**config.mk**
```make
export PLATFORM = sky130hd
export DESIGN_NAME = alm_cell
export DESIGN_NICKNAME = d
export VERILOG_FILES = /design/src/hw/rtl/alm_pkg.sv /design/src/hw/rtl/alm_cell.sv
export SDC_FILE = /design/constraint.sdc
export NUM_CORES = 1
export LEC_CHECK = 0
export BUFFER_PORTS_ARGS = -buffer_cell sky130_fd_sc_hd__buf_2
export CAP_MARGIN = 10
export CORE_ASPECT_RATIO = 0.8
export CORE_MARGIN = 1.5
export CORE_UTILIZATION = 50
export CTS_CLUSTER_DIAMETER = 50
export CTS_CLUSTER_SIZE = 12
export DETAILED_ROUTE_END_ITERATION = 10
export GPL_ROUTABILITY_DRIVEN = 0
export PLACE_DENSITY = 0.79
export SYNTH_ARGS = -nofsm -noshare
export SYNTH_HDL_FRONTEND = slang
export SYNTH_SLANG_ARGS = --single-unit
```
**constraint.sdc**
```tcl
create_clock -name clk -period 4.52 [get_ports clk]
set_input_delay 0.452 -clock clk [delete_from_list [all_inputs] [get_ports clk]]
set_output_delay 0.452 -clock clk [all_outputs]
set_load 0.005 [all_outputs]
```
**src/hw/rtl/alm_pkg.sv**
```systemverilog
// ----------------------------------------------------------------------------
// alm_pkg: shared types and constants for the audio level meter
// table of x^0.7 over [0,0.5] in q15 and fixed widths
// ----------------------------------------------------------------------------
`default_nettype none
package alm_pkg;
	localparam int SampleW = 16;
	localparam int OutW    = 16;
	localparam logic CmdSample = 1'b0;
	localparam logic CmdFrame  = 1'b1;

	// data handed from one window cell to the next
	typedef struct packed {
		logic        valid;
		logic [16:0] mag;
	} alm_peak_t;

	function automatic logic [14:0] pow07_q15(input logic [5:0] idx);
		logic [14:0] r;
		begin
			case (idx)
				6'd0: r = 15'd0;      6'd1: r = 15'd1783;   6'd2: r = 15'd2896;
				6'd3: r = 15'd3847;   6'd4: r = 15'd4705;   6'd5: r = 15'd5501;
				6'd6: r = 15'd6249;   6'd7: r = 15'd6961;   6'd8: r = 15'd7643;
				6'd9: r = 15'd8300;   6'd10: r = 15'd8936;  6'd11: r = 15'd9552;
				6'd12: r = 15'd10152; 6'd13: r = 15'd10737; 6'd14: r = 15'd11309;
				6'd15: r = 15'd11868; 6'd16: r = 15'd12417; 6'd17: r = 15'd12955;
				6'd18: r = 15'd13484; 6'd19: r = 15'd14004; 6'd20: r = 15'd14516;
				6'd21: r = 15'd15020; 6'd22: r = 15'd15517; 6'd23: r = 15'd16008;
				6'd24: r = 15'd16492; 6'd25: r = 15'd16970; 6'd26: r = 15'd17442;
				6'd27: r = 15'd17909; 6'd28: r = 15'd18371; 6'd29: r = 15'd18828;
				6'd30: r = 15'd19280; 6'd31: r = 15'd19728; 6'd32: r = 15'd20171;
				default: r = 15'd0;
			endcase
			return r;
		end
	endfunction

	// floor(x/10) by reciprocal multiply, one step of correction
	function automatic logic [23:0] div10(input logic [23:0] x);
		logic [47:0] m;
		logic [23:0] q;
		begin
			m = 48'(x) * 48'd1677722;
			q = m[47:24];
			if (28'(q) * 28'd10 > 28'(x)) q = q - 24'd1;
			return q;
		end
	endfunction
endpackage
`default_nettype wire

```
**src/hw/rtl/alm_cell.sv**
```systemverilog
// ----------------------------------------------------------------------------
// alm_cell: one window entry of the sample chain
// moves its sample to the neighbor on shift; always passes the running peak
// ----------------------------------------------------------------------------
`default_nettype none
module alm_cell
	import alm_pkg::*;
(
	input  wire logic        clk,
	input  wire logic        arst_n,
	input  wire logic        shift,
	input  wire logic [15:0] smp_in,
	output logic      [15:0] smp_out,
	input  alm_peak_t        pk_in,
	output alm_peak_t        pk_out
);
	logic [15:0] smp_q;
	logic [16:0] mag;

	always_ff @(posedge clk or negedge arst_n) begin
		if (!arst_n) begin
			smp_q  <= '0;
			pk_out <= '0;
		end else begin
			if (shift) smp_q <= smp_in;
			pk_out.valid <= pk_in.valid;
			pk_out.mag   <= (mag > pk_in.mag) ? mag : pk_in.mag;
		end
	end

	assign mag     = smp_q[15] ? (17'h10000 - {1'b0, smp_q}) : {1'b0, smp_q};
	assign smp_out = smp_q;
endmodule
`default_nettype wire

```
==> results of run 1 <==
==> metal layers <==
metal / global-route usage / vias up / wire length [µm] / part of all wire
met5: 0 / - / 0 / 0
met4: 0.0307 / 0 / 23 / 0.0042
met3: 0.0671 / 4 / 428 / 0.078
met2: 0.335 / 88 / 2360 / 0.43
met1: 0.334 / 963 / 2650 / 0.48
li1: - / 1032 / - / -
==> through the flow <==
stage | utilization | total power (µW) | hold slack (ps) | std cells | cell area [µm²]
finish | 0.644 | 892 | 225 | 370 | 2780
floorplan | - | 564 | 156 | 244 | 2310
global route | 0.644 | 958 | 258 | 370 | 2780
CTS | 0.644 | 898 | 253 | 370 | 2780
detailed placement | 0.622 | 663 | 555 | 362 | 2680
global placement | 0.622 | 655 | 552 | 362 | 2680
==> cell families after synthesis <==
kind of cell | Yosys count | share of synthesized area
buffers and inverters | 35 | 0.0708
DFF | 34 | 0.368
muxes | 10 | 0.0487
AOI/OAI and AO/OA | 82 | 0.247
adders and majority gates | 18 | 0.0974
other | 1 | 0.00162
xor gates and xnor gates | 12 | 0.0454
and+or+nand+nor | 52 | 0.121
==> placed cells by master (no fill, tap or decap), types with 3 or more instances in the layout <==
| cell | n |
|---|---|
| xnor2_1 | 5 |
| o21ai_0 | 26 |
| mux2_2 | 10 |
| buf_4 | 3 |
| inv_1 | 22 |
| dfrtp_1 | 34 |
| nand2_1 | 12 |
| o32ai_1 | 15 |
| xor2_1 | 7 |
| nand4_1 | 4 |
| ha_1 | 18 |
| a21oi_1 | 13 |
| a21oi_2 | 10 |
| a31oi_1 | 5 |
| buf_2 | 70 |
| nor2_1 | 18 |
| nor3_1 | 3 |
| clkbuf_8 | 6 |
==> flip-flops by register name, indices dropped and copies added, names as in the netlist <==
signal and cells:
pk_out 18, smp_out 16
==> power breakdown <==
group | leakage (µW) | switching, µW | internal, µW | total [µW]
Sequential | 0.000398 | 28.3 | 341 | 370
Clock | 0.0000472 | 110 | 122 | 233
Combinational | 0.000853 | 162 | 128 | 290
Total | 0.00130 | 301 | 591 | 892
==> worst paths after layout <==
path,end,slack [ps]
worst max register to register,pk_out[6],580
worst max-delay path,pk_out[6],580
min in group clk,pk_out[17],270
worst min-delay path,pk_out[14],220
worst min register to register,pk_out[0],610
max in group asynchronous,smp_out[10],3830
==> critical path, stage by stage, from the launching register on <==
cell and delay (ps):
dfrtp_1 460, nor4_4 500, nand4_1 180, o311a_1 330, or2_1 210, ha_1 300
nand4_1 120, or4_4 540, o2bb2ai_4 420, or3_1 420, buf_4 270, a21oi_2 70
==> area by class of cell <==
class | count | area [µm²]
multi-input cells | 175 | 1300
fillers | 384 | 1530
well taps | 57 | 71.3
clock buffers | 6 | 82.6
clock inverters | 2 | 12.5
repair buffers | 73 | 373
flip-flops and latches | 34 | 851
inverters | 23 | 86.3
==> results.yml, run 1 <==
status:
  status: "complete, no violations"
clock_network:
  ctsHoldBuffers: 0
  cts_max_level: 2
  cts.sinks: 34
  cts_tree: "done"
  clk_pin_slew_ps: 70
  cts_setup_buffers: 0
  cts_root_buf: "clkbuf_8"
  cts_repair_resize_count: 0
  max-clock-path-buffers: 2
  numCtsBuffers: 5
  clk_latency_ps: 280
timing:
  skew_ps: 4.19
  final.setup.tns_ps: 0
  tightest_slew_ps: 727
  setup_viol: 0
  period_needed_ps: 3940
  max_freq_ghz: 0.254
  rsz0062_at_grt: "false"
  drv_slew: 0
  setup_ws_ps: 575
  hold_viol_final: 0
  relSlewSlack: 0.515
  min_period_over_period: 0.873
floorplanning:
  die_y_um: 63.8
  die_w_um: 79.1
  io_pins: 71
  start_util: 0.537
  coreArea_um2: 4310
  die-area_um2: 5050
  row_count: 21
grt:
  grt_antenna_before_repair: 0
  grt_pass1_vias: 1942
  grt_usage: 0.227
  grt_max_degree: 35
  gr-total-overflow: 0
  grt_pass1_wl_um: 9040
layout:
  diodes: 0
  area_growth_pct: 20.0
  nets: 367
  drive_above_1_share: 0.348
logic_synthesis:
  synth_most_common_cell: "dfrtp_1"
  synth_top_area_cell: "dfrtp_1"
  synthArstFlopShare: 1.00
  ys_ff_latch: 34
  synth_edf_count: 0
  syn_avg_cell_area_um2: 9.48
  synth_area_leaders: "dfrtp_1 (37%), ha_1 (9.7%), o32ai_1 (5.7%)"
  synthesis.area_um2: 2310
  synthesis.nets: 299
  ys_types: 46
  synth_top_area_share: 0.368
  ys.flop_type: "dfrtp_1"
  syn_inst: 244
  yosys-top-cells-count: "dfrtp_1 (34), o21ai_0 (26), inv_1 (22)"
  ys_seq_area_frac: 0.368
  synth_warnings: 0
critical_path:
  cp-startpoint: "smp_out[3]"
  cp.arrival_ps: 4110
  required_ps: 4680
  r2r_cells: 11
  r2r_start: "smp_out[3]"
  end_kind: "register"
  crit_fanout: 17
  start_kind: "register"
  path_class: "reg2reg"
drt:
  vias: 2087
  viasPerCell: 5.64
  drc: 0
  drt_iter0_drc: 214
  dr.pass1.iters: 4
  antenna_left: 0
  routedWlPerCell_um: 14.8
  wirelength_um: 5470
min_path:
  hold_path_class: "in2async"
placed_design:
  io_buffer_count: 70
  pre_cts_slack_ps: 627
  dp_hpwl_um: 4130
job:
  max-cap-violations: 0
pwr:
  power_density_nw_per_um2: 321
  vdd_drop_max_mv: 0.197
  p_leak_uw: 0.00130
No activity file was read; power rests on OpenSTA's default activity.
==> inputs of run 2 (changes only) <==
==> constraint.sdc (replaced) <==
create_clock -name clk -period 4.52 [get_ports clk]
set_input_delay 0 -clock clk [delete_from_list [all_inputs] [get_ports clk]]
set_output_delay 0 -clock clk [all_outputs]
set_load 0.005 [all_outputs]
==> run 2 against run 1 <==
Non-clock buffer count grew 19. Sequential share of layout area shrank 2.0 points. Final cell count grew 5.1%. Fmax grew 0.26%. Register-to-register slack is essentially flat. Global-route usage grew 2.0 points. Clock power is essentially flat.
==> results.yml, run 2 (synthesized netlist as in run 1, its figures left out) <==
status:
  status: "complete, no violations"
job:
  max-cap-violations: 0
drt:
  routedWlPerCell_um: 15.2
  vias: 2167
  drc: 0
  viasPerCell: 5.57
  dr.pass1.iters: 4
  drt_iter0_drc: 196
  wirelength_um: 5900
  antenna_left: 0
grt:
  grt_usage: 0.246
  grt_pass1_wl_um: 9800
  grt_max_degree: 35
  grt_pass1_vias: 2103
  gr-total-overflow: 0
  grt_antenna_before_repair: 0
placed_design:
  io_buffer_count: 70
  dp.cells: 362
  dp_hpwl_um: 4130
critical_path:
  cp_slowest_cell: "or4_4"
  cpMostUsedCell: "nand4_1"
  path_buf_inv: 1
  path_delay_family: "simple AND/OR/NAND/NOR gates"
  path_depth: 11
  cpPeakStageDelay_ps: 540
  critical_path.cell_chain: "nor4_4 -> nand4_1 -> o311a_1 -> or2_1 -> ha_1 -> nand4_1 -> or4_4 -> o2bb2ai_4 -> or3_1 -> buf_4 -> a21oi_2"
  start_kind: "register"
  cp.arrival_ps: 4100
  crit_fanout: 17
  path_class: "reg2reg"
  required_ps: 4680
  r2r_cells: 11
  end_kind: "register"
clock_network:
  cts_root_buf: "clkbuf_8"
  cts_max_level: 2
  clk_pin_slew_ps: 70
  cts_setup_buffers: 0
  clk_latency_ps: 280
  numCtsBuffers: 5
  ctsHoldBuffers: 19
  cts_tree: "done"
  cts_repair_resize_count: 0
  cts.sinks: 34
  max-clock-path-buffers: 2
pwr:
  p_seq_frac: 0.407
  vdd_drop_max_mv: 0.235
  p_leak_uw: 0.00138
  comb_power_share: 0.336
  clkPwrFrac: 0.257
  p_sw_uw: 307
  swShare: 0.338
  power_density_nw_per_um2: 307
  internal_power_uw: 602
timing:
  min_period_over_period: 0.870
  final.setup.tns_ps: 0
  max_freq_ghz: 0.254
  setup_viol: 0
  rsz0062_at_grt: "false"
  period_needed_ps: 3930
  skew_ps: 3.60
  drv_slew: 0
  relSlewSlack: 0.517
  hold_viol_final: 0
  tightest_slew_ps: 725
floorplanning:
  row_count: 21
  coreArea_um2: 4310
  start_util: 0.537
  die_w_um: 79.1
  die_y_um: 63.8
  io_pins: 71
  die-area_um2: 5050
layout:
  top_register: "pk_out"
  largest_reg_flops: 18
  diodes: 0
  drive_above_1_share: 0.328
  layout.cells.most_common_list: "buf_2 (70), dfrtp_1 (34), o21ai_0 (26)"
  area_growth_pct: 28.2
  instances_no_fill: 389
  nets: 386
  final_common_cell: "buf_2"
  nFillCells: 358
min_path:
  hold_path_class: "in2reg"
  holdPathStages: 3
[run 2: cell types whose count changed in the layout (fill, tap and decap cells not counted)]
cell | previous run | this run
dlygate4sd3_1 | 0 | 19
[run 2: worst reg2reg max path: cells and delay by family (launching register included)]
family | cells | cell delay, ps
flip-flops | 1 | 460
AO/OA/AOI/OAI | 3 | 810
adder cells (fa/ha/maj) | 1 | 300
AND/OR/NAND/NOR | 6 | 1980
buffers and inverters | 1 | 270
[run 2: power by group through the flow]
stage / clock, µW / combinational, µW / sequential (µW)
final: 234 / 305 / 370
after global routing: 258 / 341 / 374
after CTS: 239 / 302 / 369
after detailed placement: 0 / 288 / 375
after global placement: 0 / 283 / 373
after floorplan: 0 / 188 / 376
[run 2: final cells by class]
class	instances	area, µm²	area share
Tap cell	57	71.3	0.0241
Sequential cell	34	851	0.287
Clock buffer	6	82.6	0.0278
Multi-Input combinational cell	175	1300	0.438
Inverter	23	86.3	0.0291
Timing Repair Buffer	92	563	0.190
Clock inverter	2	12.5	0.00422
[run 2: final timing paths]
check,slack [ps],start,end
max,590,smp_out[3],pk_out[6]
min,6,pk_in[9],pk_out[9]
max reg2reg,590,smp_out[3],pk_out[6]
min reg2reg,620,smp_out[0],pk_out[0]
max in group asynchronous,3760,arst_n,smp_out[10]
min in group asynchronous,300,arst_n,pk_out[2]
[run 2: metal layers]
metal | GRT usage | part of all wire | vias up
met5 | 0 | 0 | -
met4 | 0.0307 | 0.0049 | 0
met3 | 0.0714 | 0.088 | 6
met2 | 0.401 | 0.45 | 102
met1 | 0.335 | 0.45 | 996
li1 | - | - | 1063
[run 2: through the flow]
stage          total power (µW)   util  cell area, µm²  hold WS, ps  worst slack [ps]
6_report                    909  0.688            2970         6.43               586
5_1_grt                     973  0.688            2970         16.3               401
4_1_cts                     910  0.688            2970         1.77               609
3_5_place_dp                663  0.622            2680          103               627
3_3_place_gp                655  0.622            2680         99.9               735
2_1_floorplan               564      -            2310         -296              1260
