**config.mk**
```make
export PLATFORM = sky130hd
export DESIGN_NAME = alm_divider
export DESIGN_NICKNAME = d
export VERILOG_FILES = /design/src/hw/rtl/alm_pkg.sv /design/src/hw/rtl/alm_divider.sv
export SDC_FILE = /design/constraint.sdc
export NUM_CORES = 1
export LEC_CHECK = 0
export BUFFER_PORTS_ARGS = -buffer_cell sky130_fd_sc_hd__buf_2
export CORE_AREA = 2 2 106 97
export DETAILED_ROUTE_END_ITERATION = 7
export DIE_AREA = 0 0 108 99
export GPL_TIMING_DRIVEN = 0
export HOLD_SLACK_MARGIN = 0.1
export PLACE_DENSITY = 0.73
export SYNTH_ARGS = -nofsm -noshare
export SYNTH_HDL_FRONTEND = slang
export SYNTH_SLANG_ARGS = --single-unit
```
**constraint.sdc**
```tcl
create_clock -name clk -period 3.2 [get_ports clk]
set_input_delay 0.48 -clock clk [delete_from_list [all_inputs] [get_ports clk]]
set_output_delay 0.48 -clock clk [all_outputs]
set_load 0.01 [all_outputs]
```
**src/hw/rtl/alm_pkg.sv**
```systemverilog
// ----------------------------------------------------------------------------
// alm_pkg: shared types and constants for the audio level meter
// table of x^0.7 over [0,0.5] in q15 and fixed widths
// ----------------------------------------------------------------------------
`default_nettype none
package alm_pkg;
	localparam int SampleW = 16;
	localparam int OutW    = 16;
	localparam logic CmdSample = 1'b0;
	localparam logic CmdFrame  = 1'b1;

	// data handed from one window cell to the next
	typedef struct packed {
		logic        valid;
		logic [16:0] mag;
	} alm_peak_t;

	function automatic logic [14:0] pow07_q15(input logic [5:0] idx);
		logic [14:0] r;
		begin
			case (idx)
				6'd0: r = 15'd0;      6'd1: r = 15'd1783;   6'd2: r = 15'd2896;
				6'd3: r = 15'd3847;   6'd4: r = 15'd4705;   6'd5: r = 15'd5501;
				6'd6: r = 15'd6249;   6'd7: r = 15'd6961;   6'd8: r = 15'd7643;
				6'd9: r = 15'd8300;   6'd10: r = 15'd8936;  6'd11: r = 15'd9552;
				6'd12: r = 15'd10152; 6'd13: r = 15'd10737; 6'd14: r = 15'd11309;
				6'd15: r = 15'd11868; 6'd16: r = 15'd12417; 6'd17: r = 15'd12955;
				6'd18: r = 15'd13484; 6'd19: r = 15'd14004; 6'd20: r = 15'd14516;
				6'd21: r = 15'd15020; 6'd22: r = 15'd15517; 6'd23: r = 15'd16008;
				6'd24: r = 15'd16492; 6'd25: r = 15'd16970; 6'd26: r = 15'd17442;
				6'd27: r = 15'd17909; 6'd28: r = 15'd18371; 6'd29: r = 15'd18828;
				6'd30: r = 15'd19280; 6'd31: r = 15'd19728; 6'd32: r = 15'd20171;
				default: r = 15'd0;
			endcase
			return r;
		end
	endfunction

	// floor(x/10) by reciprocal multiply, one step of correction
	function automatic logic [23:0] div10(input logic [23:0] x);
		logic [47:0] m;
		logic [23:0] q;
		begin
			m = 48'(x) * 48'd1677722;
			q = m[47:24];
			if (28'(q) * 28'd10 > 28'(x)) q = q - 24'd1;
			return q;
		end
	endfunction
endpackage
`default_nettype wire

```
**src/hw/rtl/alm_divider.sv**
```systemverilog
// ----------------------------------------------------------------------------
// alm_divider: restoring divider, one quotient bit per cycle
// ----------------------------------------------------------------------------
`default_nettype none
module alm_divider
	import alm_pkg::*;
#(
	parameter int NumW = 40,
	parameter int DenW = 20
) (
	input  wire logic            clk,
	input  wire logic            arst_n,
	input  wire logic            start,
	input  wire logic [NumW-1:0] num,
	input  wire logic [DenW-1:0] den,
	output logic                 done,
	output logic      [NumW-1:0] quo
);
	localparam int CntW = $clog2(NumW + 1);
	logic [NumW-1:0] q_q;
	logic [DenW:0]   rem_q;
	logic [DenW-1:0] den_q;
	logic [CntW-1:0] cnt_q;
	logic            busy_q;
	logic [DenW:0]   trial;

	assign trial = {rem_q[DenW-1:0], q_q[NumW-1]};

	always_ff @(posedge clk or negedge arst_n) begin
		if (!arst_n) begin
			busy_q <= 1'b0;
			done   <= 1'b0;
			cnt_q  <= '0;
		end else begin
			done <= 1'b0;
			if (start) begin
				busy_q <= 1'b1;
				cnt_q  <= CntW'(NumW);
			end else if (busy_q) begin
				cnt_q <= cnt_q - 1'b1;
				if (cnt_q == CntW'(1)) begin
					busy_q <= 1'b0;
					done   <= 1'b1;
				end
			end
		end
	end

	always_ff @(posedge clk) begin
		if (start) begin
			q_q   <= num;
			rem_q <= '0;
			den_q <= den;
		end else if (busy_q) begin
			if (trial >= {1'b0, den_q}) begin
				rem_q <= trial - {1'b0, den_q};
				q_q   <= {q_q[NumW-2:0], 1'b1};
			end else begin
				rem_q <= trial;
				q_q   <= {q_q[NumW-2:0], 1'b0};
			end
		end
	end

	assign quo = q_q;
endmodule
`default_nettype wire

```
==> results by group, run 1 <==
Run status
  – Outcome: finished, final reports clean

Worst setup path
  – Arr. time, crit path: approximately 3.1 ns
  – CP cell instances: inv_1 > ha_1 > fa_1 > and2b_1 > o2111ai_1 > a32oi_2 > a31oi_1 > o31ai_2 > xnor2_1 > o21ai_1
  – Crit path largest cell delay: between 0.4 and 0.5 ns
  – Type of the worst setup path: flip-flop to flip-flop
  – Largest delay contributor family on the critical path: compound AO/OA/AOI/OAI gates
  – Type of origin of the critical path: flip-flop
  – CP endpoint kind: flip-flop
  – Worst Path Buf+Inv: 1
  – Req. time, crit path: 3.46 ns
  – CP max FO: 5
  – CP max stage cell: edfxtp_1

Timing
  – Tmin final: about 2.8 ns
  – Tcrit/Tclk final: 0.886
  – Worst hold slack: approximately 0.29 ns
  – Final Hold Fails: 0
  – Slew Viols, Final: 0
  – Max Clock Freq: 353 MHz
  – Rel. slew slack: 0.440
  – Setup Skew: around 0.012 ns
  – Endpoints failing setup: 0
  – RSZ-0062 raised after global routing: false
  – Worst-margin pin slew: 0.839 ns

Yosys
  – Sequential-to-total area share from yosys stat: 0.513
  – Synth Area in Simple Gates: 0.0978
  – Post-synth EDFFs: 60
  – Xor and xnor fraction of the mapped netlist area: 0.0374
  – Mapped Area: 4680 sq um
  – Most frequent cell after synthesis: edfxtp_1
  – Post-Synthesis Cells: 402
  – Top_reg_cell synth: edfxtp_1
  – Avg Cell Area, Syn: between 10 and 15 sq um
  – Top cells by count, synth: edfxtp_1 (60), mux2_2 (39), inv_1 (30), nor2_1 (27), ha_1 (22)
  – Synth top area share: 0.385
  – Mux contribution to synthesized area: 0.107
  – Post-synth cell types: 60
  – Yosys warns: 0
  – Top cells by area, synth: edfxtp_1 (38%), mux2_2 (9.4%), dfxtp_1 (8.5%)
  – Post-Synth Adder-Cell Area: 0.0630
  – Ys async rst share: 0.0909
  – Compound-cell area share of the yosys netlist: 0.135
  – Synth area leader: edfxtp_1
  – Largest family of logic cells by synthesized area: compound AO/OA/AOI/OAI gates
  – Net count of the mapped netlist: roughly 490
  – Post-synthesis register bit count: a little under 90

Flow run
  – Max Cap Viol: 0

Clock network
  – CTS tree: built
  – Worst skew pair latency: between 0.3 and 0.4 ns
  – # resized after CTS: 0
  – Clock tree sinks: 88
  – CTS root buf: clkbuf_8
  – CTS hold repair buffers: 1
  – H-tree Lvls: 3
  – Worst-path clk slew: 0.10 ns
  – CTS Buf Count: 9
  – Clock Path Buffers: 2
  – Post-CTS Setup Repair Bufs: 0

Pwr
  – P per Cell Area: 681 nW/um^2
  – PnR Total Power: ~3800 uW
  – Peak VDD IR: 0.397 mV
  – Leak Pwr: 0.00247 uW

Placed design
  – # port buffers: between 100 and 150
  – Final Wtd Congestion: 0.870
  – Dpl hpwl: 8020 um
  – Placed cell areas: 5360 sq um

Detailed routing
  – Total routed wirelength: 10900 um
  – Detailed Routing Iterations Pass 1: 4
  – Avg WL per Cell: 16.9 um
  – DRT iter0 DRCs: 204
  – Routed Antenna Nets: 0
  – Via count: roughly 3700
  – DRC: 0
  – Via/cell ratio: between 5 and 6

Final layout
  – Core Util, Final: 0.585
  – Finished Cell Area: between 5000 and 6000 sq um
  – Filler cell count: 839
  – Layout Area Growth over Synthesis: 19.6%
  – Fin nets: 603
  – Ant diodes: 0
  – Layout cells sized above 1: 0.349

Die
  – Area of the die: 10700 sq um
  – Chip width: 108 um
  – Core area: 9570 sq um
  – Die height: 99 um
  – Num rows: 34
  – Ports: 104
  – Starting Density: 0.489

Global route
  – Gr busiest metal: met2
  – GRT Residual Overflow: 0
  – Largest net degree at the start of global routing: 41
  – Vias in the first global route: ~3700
  – Routing usage on met3: 0.0642
  – Initial antenna violation count: 0
  – GRT Overall Usage: 0.211
  – Met1 usage: 0.272
  – M2 GR Usage: 0.337
  – First-pass GRT wire length: 17800 um

Worst hold path
  – Min-delay worst type: primary input to flip-flop
## layout make-up
class | instances | area (sq um) | share of cell area
clock inverter | 7 | 109 | 0.0194
inverter | 30 | 113 | 0.0201
buffer | 21 | 110 | 0.0197
tap | 126 | 158 | 0.0282
clock buffer | 9 | 124 | 0.0221
timing repair buffer | 104 | 526 | 0.0938
multi-input combinational | 263 | 2060 | 0.368
sequential | 88 | 2400 | 0.429
## placed cells by master (no fill, tap or decap), drive strengths merged, types with 6 or more instances in the layout
| cell | synthesis | routed |
|---|---|---|
| buf | 12 | 115 |
| edfxtp | 60 | 60 |
| mux2 | 39 | 39 |
| inv | 30 | 35 |
| nor2 | 27 | 27 |
| ha | 22 | 22 |
| nand2 | 21 | 21 |
| dfxtp | 20 | 20 |
| clkbuf | 9 | 18 |
| a21oi | 16 | 16 |
| o21ai | 13 | 13 |
| xor2 | 11 | 11 |
| nand3 | 9 | 9 |
| xnor2 | 9 | 9 |
| nand4 | 8 | 8 |
| a21o | 8 | 8 |
| dfrtp | 8 | 8 |
| a211oi | 8 | 8 |
| nor3 | 7 | 7 |
| a32oi | 7 | 7 |
| nand2b | 6 | 6 |
| mux2i | 6 | 6 |
| o311ai | 6 | 6 |
## where the power goes
| part | internal (uW) | switching, uW | leakage (uW) | total [uW] |
|---|---|---|---|---|
| sequential | 1410 | 130 | 0.000877 | 1540 |
| clock | 460 | 450 | 0.000119 | 909 |
| combinational | 592 | 770 | 0.00147 | 1360 |
| total | 2460 | 1350 | 0.00247 | 3810 |
## routing by layer
metal | share of wire | up-vias
li1 | - | 1723
met1 | 0.43 | 1781
met2 | 0.47 | 143
met3 | 0.085 | 16
met4 | 0.015 | 0
met5 | 0 | -
## metrics by stage
stage	TNS (ns)	setup slack [ns]	std cells
floorplan	0	0.775	402
global placement	-0.0319	-0.00197	631
detailed placement	0	0.385	631
CTS	0	0.395	648
global route	0	0.256	648
finish	0	0.366	648
## final timing paths
path | from | end | slack (ns) | depth (start not counted)
max reg2reg | quo[39]$_DFFE_PP_ | rem_q[18]$_SDFFE_PP0P_ | 0.37 | 10
min in group asynchronous | arst_n | cnt_q[0]$_DFFE_PN0P_ | 0.48 | 2
max in group asynchronous | arst_n | cnt_q[3]$_DFFE_PN0P_ | 2.55 | 2
max | quo[39]$_DFFE_PP_ | rem_q[18]$_SDFFE_PP0P_ | 0.37 | 10
min | den[1] | den_q[1]$_DFFE_PP_ | 0.29 | 1
min reg2reg | rem_q[16]$_SDFFE_PP0P_ | rem_q[16]$_SDFFE_PP0P_ | 0.52 | 2
## worst register-to-register path: stages, from the launching register on
cell	delay, ns
edfxtp_1	0.42
inv_1	0.06
ha_1	0.22
fa_1	0.40
and2b_1	0.26
o2111ai_1	0.17
a32oi_2	0.41
a31oi_1	0.24
o31ai_2	0.32
xnor2_1	0.15
o21ai_1	0.08
## state kept, by name, indices dropped and copies added, names as in the netlist
signal / cells
quo: 40
cnt_q: 6
busy_q: 1
done: 1
rem_q: 20
den_q: 20
## cell families after synthesis
family                   after synthesis
AND/OR/NAND/NOR                       92
XOR/XNOR                              20
multiplexers                          45
flip-flops                            88
AO/OA/AOI/OAI                         83
buffers and inverters                 51
adder cells (fa/ha/maj)               23
No activity file was read; power rests on OpenSTA's default activity.
==> inputs of run 2 (changes only) <==
- REMOVE_ABC_BUFFERS: not set -> 1
==> run 2 against run 1 <==
Flip-flop and latch count unchanged. Fmax fell by 0.64%. Final cell count down 3.4%. Highest routed layer unchanged.
==> results by group, run 2 (same netlist as run 1, synthesis figures left out) <==
Run status
  – Outcome: finished, final reports clean

Placed design
  – # port buffers: 103 (unchanged)
  – Dpl hpwl: 6770 um (-16%)
  – Final Wtd Congestion: 0.851 (-2.2%)
  – Placed cell areas: 5250 sq um (-2.0%)

Detailed routing
  – Avg WL per Cell: 15.5 um (-8.0%)
  – Detailed Routing Iterations Pass 1: 4 (unchanged)
  – DRC: 0 (unchanged)
  – Via count: 3414 (-6.8%)
  – Routed Antenna Nets: 0 (unchanged)
  – Via/cell ratio: 5.45 (-3.5%)
  – DRT iter0 DRCs: 184 (-9.8%)
  – Total routed wirelength: 9710 um (-11%)

Clock network
  – CTS Buf Count: 9 (unchanged)
  – Clock Path Buffers: 2 (unchanged)
  – Post-CTS Setup Repair Bufs: 0 (unchanged)
  – Worst-path clk slew: 0.09 ns (about the same)
  – CTS tree: built
  – Clock tree sinks: 88 (unchanged)
  – CTS root buf: clkbuf_8
  – H-tree Lvls: 3 (unchanged)
  – # resized after CTS: 0 (unchanged)
  – Worst skew pair latency: 0.37 ns (about the same)

Final layout
  – Finished Cell Area: 5420 sq um (-3.2%)
  – Fin nets: 582 (-3.5%)
  – Layout Area Growth over Synthesis: 15.7%
  – Ant diodes: 0 (unchanged)
  – Area used by multi-input combinational logic: 2060 sq um (unchanged)
  – Filler cell count: 868 (+3.5%)
  – Most frequent cells in the layout: buf_2 (102), edfxtp_1 (60), mux2_2 (39)
  – Max reg flops: 40 (unchanged)
  – Commonest non-fill, non-tap cell in the layout: buf_2
  – Register area: 2400 sq um (unchanged)
  – Layout cells sized above 1: 0.334 (-0.0147)

Die
  – Ports: 104 (unchanged)
  – Area of the die: 10700 sq um (unchanged)
  – Die height: 99 um (unchanged)
  – Chip width: 108 um (unchanged)
  – Num rows: 34 (unchanged)
  – Starting Density: 0.489 (unchanged)
  – Core area: 9570 sq um (unchanged)

Worst setup path
  – CP max FO: 40 (+35)
  – CP cell instances: nor2_1 > inv_2
  – Type of origin of the critical path: flip-flop
  – Arr. time, crit path: 2.79 ns (-0.30 ns)
  – CP max stage cell: nor2_1
  – Req. time, crit path: 3.14 ns (-0.32 ns)
  – Type of the worst setup path: flip-flop to flip-flop
  – CP endpoint kind: flip-flop
  – Crit path largest cell delay: 1.07 ns (+0.65 ns)

Global route
  – Initial antenna violation count: 0 (unchanged)
  – GRT Residual Overflow: 0 (unchanged)
  – Vias in the first global route: 3521 (-4.3%)
  – Largest net degree at the start of global routing: 79 (+93%)
  – GRT Overall Usage: 0.198 (-0.0125)
  – First-pass GRT wire length: 16700 um (-6.1%)

Timing
  – Endpoints failing setup: 0 (unchanged)
  – Setup Skew: 0.0137 ns (+0.00219 ns)
  – Rel. slew slack: 0.153 (-0.287)
  – RSZ-0062 raised after global routing: false
  – Max Clock Freq: 351 MHz (-0.64%)
  – Tmin final: 2.85 ns (+0.0183 ns)
  – Worst-margin pin slew: 1.27 ns (+0.427 ns)
  – Tcrit/Tclk final: 0.891 (+0.00572)
  – Final Hold Fails: 0 (unchanged)
  – Slew Viols, Final: 0 (unchanged)
  – Setup TNS: 0 ns (unchanged)

Pwr
  – Leak Pwr: 0.00237 uW (-4.0%)
  – P per Cell Area: 638 nW/um^2 (-6.2%)
  – Peak VDD IR: 0.280 mV (-29%)

Flow run
  – Max Cap Viol: 0 (unchanged)

Worst hold path
  – Min-delay worst type: primary input to flip-flop
==> run 2: area by class of cell <==
type,instances,share of cell area
inverters,30,0.0208
well taps,126,0.0291
clock inverters,5,0.00600
clock buffers,10,0.0235
flip-flops and latches,88,0.443
multi-input cells,263,0.380
repair buffers,104,0.0974
==> run 2: critical path: cells and delay by family (launching register included) <==
| family | cells | cell delay [ns] |
|---|---|---|
| DFF | 1 | 0.65 |
| buffers and inverters | 1 | 0.67 |
| and+or+nand+nor | 1 | 1.07 |
==> run 2: per-layer routing <==
layer,part of all wire,global-route usage,vias to the layer above,wire [um]
met5,0,0,-,0
met1,0.45,0.263,1600,4330
met3,0.078,0.0734,6,760
met4,0.011,0.0621,0,107
met2,0.46,0.302,114,4510
li1,-,-,1694,-
==> run 2: per-stage QoR <==
step           hold slack (ns)  utilization  total power (uW)  std cells  setup WS, ns
3_5_place_dp             0.340        0.548              2810        610        0.0230
2_1_floorplan            0.184            -              2470        381         0.774
3_3_place_gp             0.330        0.548              2760        610        -0.964
6_report                 0.285        0.566              3460        626         0.348
4_1_cts                  0.266        0.566              3490        626         0.264
5_1_grt                  0.265        0.566              3710        626        0.0859
==> run 2: path summary, 6_finish.rpt <==
kind	startpoint	to	slack [ns]	cells past startpoint
worst min register to register	rem_q[12]$_SDFFE_PP0P_	rem_q[12]$_SDFFE_PP0P_	0.50	2
worst max register to register	busy_q$_DFF_PN0_	quo[27]$_DFFE_PP_	0.35	2
max in group asynchronous	arst_n	cnt_q[2]$_DFFE_PN0P_	2.55	2
worst min-delay path	den[6]	den_q[6]$_DFFE_PP_	0.28	1
worst max-delay path	busy_q$_DFF_PN0_	quo[27]$_DFFE_PP_	0.35	2
min in group asynchronous	arst_n	cnt_q[1]$_DFFE_PN0P_	0.48	2
==> run 2: power breakdown <==
| part | internal [uW] | switching (uW) |
|---|---|---|
| Combinational | 549 | 714 |
| Clock | 277 | 389 |
| Sequential | 1410 | 122 |
==> run 2: repair_timing <==
item	4_1_cts	5_1_grt
hold buffers	1	0
setup endpoints to repair	0	0
endpoints found under the hold margin	8	0
